==> src/hw/rtl/twlk_pkg.sv <==
package twlk_pkg;

   localparam logic [15:0] PHASE_LENGTH_RESET = 16'd9000;

   // operation codes
   localparam logic [1:0] OP_RAW_WRITE   = 2'd0;
   localparam logic [1:0] OP_DIGIT_WRITE = 2'd1;
   localparam logic [1:0] OP_KEY_READ    = 2'd2;

   localparam logic [2:0] DIGIT_INDEX_MAX = 3'd4;
   localparam logic [7:0] DIGIT_CMD_BASE  = 8'h68;
   localparam logic [7:0] KEY_READ_CMD    = 8'h4F;

   // line phases of one transaction
   localparam logic [5:0] PH_IDLE          = 6'd0;
   localparam logic [5:0] PH_START         = 6'd1;
   localparam logic [5:0] PH_BYTE0_FIRST   = 6'd2;
   localparam logic [5:0] PH_BYTE0_LAST    = 6'd25;
   localparam logic [5:0] PH_ACK0_LOW      = 6'd26;
   localparam logic [5:0] PH_ACK0_RELEASE  = 6'd27;
   localparam logic [5:0] PH_ACK0_HIGH     = 6'd28;
   localparam logic [5:0] PH_BYTE1_FIRST   = 6'd29;
   localparam logic [5:0] PH_BYTE1_LAST    = 6'd52;
   localparam logic [5:0] PH_ACK1_LOW      = 6'd53;
   localparam logic [5:0] PH_ACK1_RELEASE  = 6'd54;
   localparam logic [5:0] PH_ACK1_HIGH     = 6'd55;
   localparam logic [5:0] PH_STOP_LOW      = 6'd56;
   localparam logic [5:0] PH_STOP_SDA_LOW  = 6'd57;
   localparam logic [5:0] PH_STOP_HIGH     = 6'd58;
   localparam logic [5:0] PH_LAST          = 6'd59;

   // step within one bit of a byte
   localparam logic [1:0] SUB_CLK_LOW  = 2'd0;
   localparam logic [1:0] SUB_DATA     = 2'd1;
   localparam logic [1:0] SUB_CLK_HIGH = 2'd2;

   typedef struct packed {
      logic       start_req;
      logic [1:0] operation;
      logic [7:0] first_byte;
      logic [7:0] second_byte;
      logic [2:0] digit_index;
      logic [3:0] digit_value;
      logic       sda_in;
   } req_item_type;

   typedef struct packed {
      logic       scl;
      logic       sda_out;
      logic       sda_drive;
      logic       busy_res;
      logic       done_res;
      logic       rejected;
      logic       key_valid;
      logic [7:0] key_raw;
      logic [5:0] key_code;
   } rsp_item_type;

   function automatic logic [7:0] seg_pattern(input logic [3:0] value);
      logic [7:0] pat;
      case (value)
         4'h0: pat = 8'h3f;
         4'h1: pat = 8'h06;
         4'h2: pat = 8'h5b;
         4'h3: pat = 8'h4f;
         4'h4: pat = 8'h66;
         4'h5: pat = 8'h6d;
         4'h6: pat = 8'h7d;
         4'h7: pat = 8'h07;
         4'h8: pat = 8'h7f;
         4'h9: pat = 8'h6f;
         4'ha: pat = 8'h77;
         4'hb: pat = 8'h7c;
         4'hc: pat = 8'h39;
         4'hd: pat = 8'h5e;
         4'he: pat = 8'h79;
         4'hf: pat = 8'h71;
         default: pat = 8'h00;
      endcase
      return pat;
   endfunction

endpackage

==> src/hw/rtl/twlk_core.sv <==
module twlk_core (
   input  logic                   clock,
   input  logic                   reset,
   input  logic                   csr_write_enable,
   input  logic [15:0]            csr_write_data,
   input  logic                   step,
   input  twlk_pkg::req_item_type item,
   output twlk_pkg::rsp_item_type result
);
   import twlk_pkg::*;

   logic [15:0] phase_length_ff;
   logic [5:0]  phase_ff, phase_in;
   logic [1:0]  sub_ff, sub_in;
   logic [15:0] tick_ff, tick_in;
   logic [7:0]  shift_ff, shift_in;
   logic [7:0]  held_ff, held_in;
   logic        read_mode_ff, read_mode_in;
   logic        busy_ff, busy_in;
   logic        scl_ff, scl_in;
   logic        sda_ff, sda_in_next;
   logic        drive_ff, drive_in;

   logic [15:0] tick_inc;
   logic [5:0]  phase_next;
   logic [1:0]  sub_next;
   logic        in_byte0, in_byte1;

   assign tick_inc   = tick_ff + 16'd1;
   assign phase_next = phase_ff + 6'd1;
   assign sub_next   = (sub_ff == SUB_CLK_HIGH) ? SUB_CLK_LOW : sub_ff + 2'd1;
   assign in_byte0   = (phase_next >= PH_BYTE0_FIRST) && (phase_next <= PH_BYTE0_LAST);
   assign in_byte1   = (phase_next >= PH_BYTE1_FIRST) && (phase_next <= PH_BYTE1_LAST);

   always_comb begin
      logic       reading;
      logic [7:0] raw;
      phase_in     = phase_ff;
      sub_in       = sub_ff;
      tick_in      = tick_ff;
      shift_in     = shift_ff;
      held_in      = held_ff;
      read_mode_in = read_mode_ff;
      busy_in      = busy_ff;
      scl_in       = scl_ff;
      sda_in_next  = sda_ff;
      drive_in     = drive_ff;
      reading      = 1'b0;
      raw          = 8'h00;
      result       = '0;

      if (busy_ff) begin
         tick_in = tick_inc;
         // a zero length behaves as one
         if (tick_inc >= phase_length_ff) begin
            tick_in  = '0;
            phase_in = phase_next;
            sub_in   = sub_next;
            if (phase_ff == PH_LAST) begin
               phase_in        = PH_IDLE;
               busy_in         = 1'b0;
               result.done_res = 1'b1;
               scl_in          = 1'b1;
               sda_in_next     = 1'b1;
               drive_in        = 1'b1;
               if (read_mode_ff) begin
                  raw              = shift_ff;
                  result.key_valid = 1'b1;
                  result.key_raw   = raw;
                  if (raw[6]) begin
                     result.key_code = {1'b0, raw[5:3], raw[1:0]} + 6'd1;
                  end
               end
            end else if (in_byte0 || in_byte1) begin
               reading = in_byte1 && read_mode_ff;
               if (phase_next == PH_BYTE1_FIRST) begin
                  if (read_mode_ff) begin
                     shift_in = 8'h00;
                     drive_in = 1'b0;
                  end else begin
                     shift_in = held_ff;
                  end
               end
               case (sub_next)
                  SUB_CLK_LOW: begin
                     scl_in = 1'b0;
                  end
                  SUB_DATA: begin
                     if (reading) begin
                        shift_in = {shift_ff[6:0], item.sda_in};
                     end else begin
                        sda_in_next = shift_ff[7];
                     end
                  end
                  SUB_CLK_HIGH: begin
                     scl_in = 1'b1;
                     if (!reading) begin
                        shift_in = {shift_ff[6:0], 1'b0};
                     end
                  end
                  default: begin
                     scl_in = scl_ff;
                  end
               endcase
            end else begin
               case (phase_next)
                  PH_START, PH_STOP_SDA_LOW: begin
                     sda_in_next = 1'b0;
                  end
                  PH_ACK0_LOW, PH_ACK1_LOW, PH_STOP_LOW: begin
                     scl_in = 1'b0;
                  end
                  PH_ACK0_RELEASE: begin
                     sda_in_next = 1'b1;
                  end
                  PH_ACK0_HIGH, PH_ACK1_HIGH, PH_STOP_HIGH: begin
                     scl_in = 1'b1;
                  end
                  PH_ACK1_RELEASE: begin
                     sda_in_next = 1'b1;
                     drive_in    = 1'b1;
                  end
                  PH_LAST: begin
                     sda_in_next = 1'b1;
                  end
                  default: begin
                     scl_in = scl_ff;
                  end
               endcase
            end
         end
      end else if (item.start_req) begin
         case (item.operation)
            OP_RAW_WRITE: begin
               shift_in     = item.first_byte;
               held_in      = item.second_byte;
               read_mode_in = 1'b0;
               busy_in      = 1'b1;
            end
            OP_DIGIT_WRITE: begin
               if (item.digit_index > DIGIT_INDEX_MAX) begin
                  result.rejected = 1'b1;
               end else begin
                  shift_in     = DIGIT_CMD_BASE + {4'd0, item.digit_index, 1'b0};
                  held_in      = seg_pattern(item.digit_value);
                  read_mode_in = 1'b0;
                  busy_in      = 1'b1;
               end
            end
            OP_KEY_READ: begin
               shift_in     = KEY_READ_CMD;
               held_in      = 8'h00;
               read_mode_in = 1'b1;
               busy_in      = 1'b1;
            end
            default: begin
               busy_in = 1'b0;
            end
         endcase
         if (busy_in) begin
            phase_in = PH_IDLE;
            sub_in   = SUB_DATA;
            tick_in  = '0;
         end
      end

      result.scl       = scl_in;
      result.sda_out   = sda_in_next;
      result.sda_drive = drive_in;
      result.busy_res  = busy_in;
   end

   always_ff @(posedge clock) begin
      if (reset) begin
         phase_length_ff <= PHASE_LENGTH_RESET;
      end else if (csr_write_enable) begin
         phase_length_ff <= csr_write_data;
      end
   end

   always_ff @(posedge clock) begin
      if (reset) begin
         phase_ff     <= PH_IDLE;
         sub_ff       <= SUB_DATA;
         tick_ff      <= '0;
         shift_ff     <= '0;
         held_ff      <= '0;
         read_mode_ff <= 1'b0;
         busy_ff      <= 1'b0;
         scl_ff       <= 1'b1;
         sda_ff       <= 1'b1;
         drive_ff     <= 1'b1;
      end else if (step) begin
         phase_ff     <= phase_in;
         sub_ff       <= sub_in;
         tick_ff      <= tick_in;
         shift_ff     <= shift_in;
         held_ff      <= held_in;
         read_mode_ff <= read_mode_in;
         busy_ff      <= busy_in;
         scl_ff       <= scl_in;
         sda_ff       <= sda_in_next;
         drive_ff     <= drive_in;
      end
   end

   a_phase_range: assert property (@(posedge clock) disable iff (reset)
      phase_ff <= PH_LAST)
      else $error("phase index out of range");

   a_idle_lines: assert property (@(posedge clock) disable iff (reset)
      !busy_ff |-> (phase_ff == PH_IDLE && scl_ff && sda_ff && drive_ff))
      else $error("lines not released while idle");

   a_release_only_read: assert property (@(posedge clock) disable iff (reset)
      !drive_ff |-> (busy_ff && read_mode_ff && phase_ff >= PH_BYTE1_FIRST))
      else $error("data line released outside read byte");

   a_done_ends: assert property (@(posedge clock) disable iff (reset)
      (step && busy_ff && result.done_res) |=> !busy_ff)
      else $error("transaction did not end with done");

endmodule

==> src/hw/rtl/two_wire_led_key_bus_master.sv <==
// Two-wire bus master for an LED-digit and key controller.
// Each item on the req_ channel is one tick of the phase timer and yields
// exactly one item on the rsp_ channel with the line levels and status after
// that tick. A tick with start_req set while idle launches a raw write, a
// digit write (rejected if the index exceeds 4) or a key read; each
// transaction runs 60 line phases of phase_length ticks each, set through
// csr_write_enable/csr_write_data (write only while no item is in flight).
// An accepted item is taken into the input register, processed by the phase
// logic when it advances and captured in the result register, from which it
// is shown on rsp_.
// Throughput: one item per cycle while the receiver does not stall; the phase
// counter and line state advance once per item in a single registered pass.
// When the receiver stalls, the result register holds and the input register
// fills; req_stall then rises until the result is taken. Time counts in
// items, so a stall freezes the bus timing.
// Reset: both stages empty, bus idle with clock and data high and driven,
// phase length 9000 ticks.
module two_wire_led_key_bus_master (
   input  logic                   clock,
   input  logic                   reset,
   input  logic                   req_valid,
   output logic                   req_stall,
   input  twlk_pkg::req_item_type req_item,
   output logic                   rsp_valid,
   input  logic                   rsp_stall,
   output twlk_pkg::rsp_item_type rsp_item,
   input  logic                   csr_write_enable,
   input  logic [15:0]            csr_write_data
);
   import twlk_pkg::*;

   logic         in_valid_ff, in_valid_in;
   req_item_type in_item_ff;
   logic         out_valid_ff, out_valid_in;
   rsp_item_type out_item_ff;
   rsp_item_type step_result;
   logic         advance;
   logic         accept;

   assign advance   = in_valid_ff && (!out_valid_ff || !rsp_stall);
   assign req_stall = in_valid_ff && !advance;
   assign accept    = req_valid && !req_stall;

   assign in_valid_in  = accept || (in_valid_ff && !advance);
   assign out_valid_in = advance || (out_valid_ff && rsp_stall);

   twlk_core u_core (
      .clock            (clock),
      .reset            (reset),
      .csr_write_enable (csr_write_enable),
      .csr_write_data   (csr_write_data),
      .step             (advance),
      .item             (in_item_ff),
      .result           (step_result)
   );

   always_ff @(posedge clock) begin
      if (reset) begin
         in_valid_ff  <= 1'b0;
         out_valid_ff <= 1'b0;
      end else begin
         in_valid_ff  <= in_valid_in;
         out_valid_ff <= out_valid_in;
      end
   end

   always_ff @(posedge clock) begin
      if (accept) begin
         in_item_ff <= req_item;
      end
      if (advance) begin
         out_item_ff <= step_result;
      end
   end

   assign rsp_valid = out_valid_ff;
   assign rsp_item  = out_item_ff;

endmodule
==> config.mk <==
export PLATFORM = sky130hd
export DESIGN_NAME = two_wire_led_key_bus_master
export DESIGN_NICKNAME = d
export VERILOG_FILES = /design/src/hw/rtl/twlk_pkg.sv /design/src/hw/rtl/twlk_core.sv /design/src/hw/rtl/two_wire_led_key_bus_master.sv
export SDC_FILE = /design/constraint.sdc
export NUM_CORES = 1
export LEC_CHECK = 0
export ABC_AREA = 0
export BUFFER_PORTS_ARGS = -buffer_cell sky130_fd_sc_hd__buf_2
export CAP_MARGIN = 5
export CORE_UTILIZATION = 60
export DETAILED_ROUTE_END_ITERATION = 10
export PLACE_DENSITY_LB_ADDON = 0.12
export SETUP_SLACK_MARGIN = 0.3
export SLEW_MARGIN = 10
export SYNTH_ARGS = -nofsm -noshare
export SYNTH_HDL_FRONTEND = slang
export SYNTH_SLANG_ARGS = --single-unit
==> constraint.sdc <==
create_clock -name clock -period 6.6 [get_ports clock]
set_clock_uncertainty 0.15 [all_clocks]
set_input_delay 0.66 -clock clock [delete_from_list [all_inputs] [get_ports clock]]
set_output_delay 0.66 -clock clock [all_outputs]
set_load 0.1 [all_outputs]
==> summary.txt <==
Run status
  • Status: complete, no violations

Logic synthesis
  • Post-synth ARST share: 0%
  • Most common flop cell mapped by yosys: dfxtp_1
  • Yosys reg bits: 118
  • Total number of yosys warnings: 0
  • Syn Nets: 756
  • Post-Syn Area: 6520 um2
  • Mean Syn Cell Area: 9.67 um2
  • EDFF count, synth: 48
  • Synth Instances: 674
  • Count of cell types in the netlist: 78
  • Sequential area share after synthesis: ~44%

CTS
  • CTS tree: done
  • CTS max path bufs: 2
  • Clock sink count: about 120
  • # hold bufs at CTS: 0
  • Clk root buf: clkbuf_8
  • Postcts setup bufs: 0
  • Post-cts repair resize count: 0
  • Clock Latency Late Sink: 0.53 ns
  • H-tree depth: 4
  • Clk slew on worst S/H paths: 0.06 ns
  • Cts bufs inserted: 17

STA
  • Setup TNS: 0 ns
  • Final Cycle Share: 68.3%
  • Setup violators final: 0
  • Final hold vios: 0
  • Fmax: 222 MHz
  • Worst slew pin tran: 0.957 ns
  • Max_slew headroom: 34.4%
  • RSZ-0062 raised after global routing: false
  • Period minus WS final: 4.51 ns
  • Slew Limit Fails: 0
  • Worst setup margin: 2.09 ns

Pwr
  • Switching power: 0.000475 W
  • P per Cell Area: roughly 250 nW/um2
  • Clock power share: around 47%
  • Leak: 3.04 nW
  • Pint: 0.00138 W
  • Power share of the sequential group: 43.6%
  • Sw Share: 25.6%
  • Comb power frac: 9.3%
  • Peak VDD IR: about 0.23 mV

Drt
  • Drt wl/cell: 17.3 um
  • Via density: approximately 6.2
  • Drt pass-1 iters: 7
  • Routed Antenna Nets: 0
  • Via count: around 5400
  • Post-Route WL: 15200 um
  • 1st-iter DRT viols: 428
  • Drt drc: 0

Global routing
  • Vias in the first global route: 5131
  • Remaining global-route overflow: 0
  • Initial antenna violation count: 0
  • Total Routing Usage GR: 28.7%
  • First-pass GRT wire length: 25000 um
  • M3 GR Usage: 6.74%
  • Largest net degree at the start of global routing: 47
  • Busiest grt layer: met2
  • GR Util met2: 46.8%
  • M1 GR Usage: 37.1%

Setup path
  • Crit path DAT: 4.79 ns
  • Critical path class: reg2reg
  • Crit path capture type: flip-flop
  • Critical Path Fanout Max: 16
  • Critical Path RT: 6.89 ns
  • Startpoint types: flip-flop

Place
  • GPL Wtd Cong: about 0.96
  • Port bufs: 70
  • Post-place setup slack: 2.34 ns
  • DP HPWL: approximately 11000 um

Floorplanning
  • # IOs: 71
  • Initial Util: 62.6%
  • Die area: 11300 um2
  • Die Span Y: approximately 110 um
  • Core area: 10400 um2
  • Die W: approximately 110 um
  • # rows: 37

Run
  • Max_cap viols: 0

Cells and area
  • Most frequent cells in the layout: 70 x dfxtp_1, 70 x buf_2, 56 x nor2_1
  • Share of cells above drive strength 1: 18.6%
  • Area delta synth->final: 14.3%
  • Layout Nets: between 800 and 900
  • Antenna cells: 0

Worst hold path
  • Min-delay worst type: in2reg
sequential cells by signal, indices dropped and copies added, names as in the netlist, 2 cells and up, named ones only:
name	cells
u_core.tick_ff	16
u_core.phase_length_ff	16
u_core.phase_ff	6
u_core.shift_ff	8
u_core.held_ff	8
rsp_item	21
in_item_ff	27
u_core.sub_ff	2
per-layer routing:
layer	routed length, um	up-vias	part of all wire (%)
met5	0	-	0
met4	266	0	1.7
met3	943	25	6.2
met2	7370	213	48
met1	6640	2557	44
li1	-	2614	-
per-stage QoR:
step           instances  area, um2  utilization [%]  hold WS, ns  total power (W)
6_report             878       7450             71.5        0.160          0.00186
4_1_cts              878       7450             71.5        0.145          0.00186
3_3_place_gp         846       6880             66.1        0.310         0.000991
5_1_grt              878       7450             71.5        0.143          0.00192
3_5_place_dp         846       6880             66.1        0.333         0.000997
2_1_floorplan        674       6520                -        0.294         0.000949
final timing paths:
check,from,endpoint,slack [ns],cells after the start
hold / removal,req_item[5],in_item_ff[5]$_DFFE_PP_,0.16,1
hold reg to reg,u_core.phase_length_ff[14]$_SDFFE_PP0P_,u_core.phase_length_ff[14]$_SDFFE_PP0P_,0.34,2
setup reg to reg,u_core.tick_ff[0]$_SDFFE_PP0P_,u_core.tick_ff[5]$_SDFFE_PP0P_,2.09,14
setup / recovery,u_core.tick_ff[0]$_SDFFE_PP0P_,u_core.tick_ff[5]$_SDFFE_PP0P_,2.09,14
power by group through the flow:
stage / registers (W) / clock network (W) / logic, W
5_1_grt: 0.000813 / 0.000914 / 0.000189
6_report: 0.000810 / 0.000873 / 0.000174
3_3_place_gp: 0.000824 / 0 / 0.000167
3_5_place_dp: 0.000825 / 0 / 0.000172
2_1_floorplan: 0.000861 / 0 / 0.0000884
4_1_cts: 0.000810 / 0.000881 / 0.000173
cell families (layout without fill, tap and decap cells):
group	after synthesis	after routing	share of synthesized area, %
AOI/OAI and AO/OA	184	184	20.7
xor gates and xnor gates	18	18	2.42
adders and majority gates	34	34	6.52
buffers and inverters	75	143	4.84
DFF	118	118	43.6
muxes	28	28	4.61
and+or+nand+nor	217	217	17.3
cells in the mapped netlist (14+ instances only):
library cell  instances  area (um2)
clkbuf_1             16        60.1
o21ai_0              17        85.1
edfxtp_1             48        1440
nor2_1               56         210
dfxtp_1              70        1400
nor2b_1              14        87.6
a22oi_1              17         128
a21oi_1              35         175
a31oi_1              17         106
o211ai_1             16         120
ha_1                 34         425
nand2_1              49         184
a211oi_1             14         105
mux2i_1              23         230
nand3_1              22         110
inv_1                37         139
layout make-up:
cell class	count	area, um2
Inverter	40	150
Multi-Input combinational cell	481	3360
Sequential cell	118	2840
Fill cell	765	2970
Clock buffer	17	414
Timing Repair Buffer	71	358
Tap cell	136	170
Clock inverter	15	154
worst max-delay path, cell delays in order (launching register included):
cell and delay, ns:
dfxtp_1 0.44, ha_1 0.28, nand3_1 0.19, nor3_1 0.49
and3_1 0.34, nand3_1 0.12, xnor2_1 0.25, ha_1 0.30
nand4_2 0.16, a211oi_1 0.08, a211oi_2 0.31, o41a_4 0.29
and4_1 0.55, o21ai_0 0.24, a31oi_1 0.24
No activity file was read; power rests on OpenSTA's default activity.
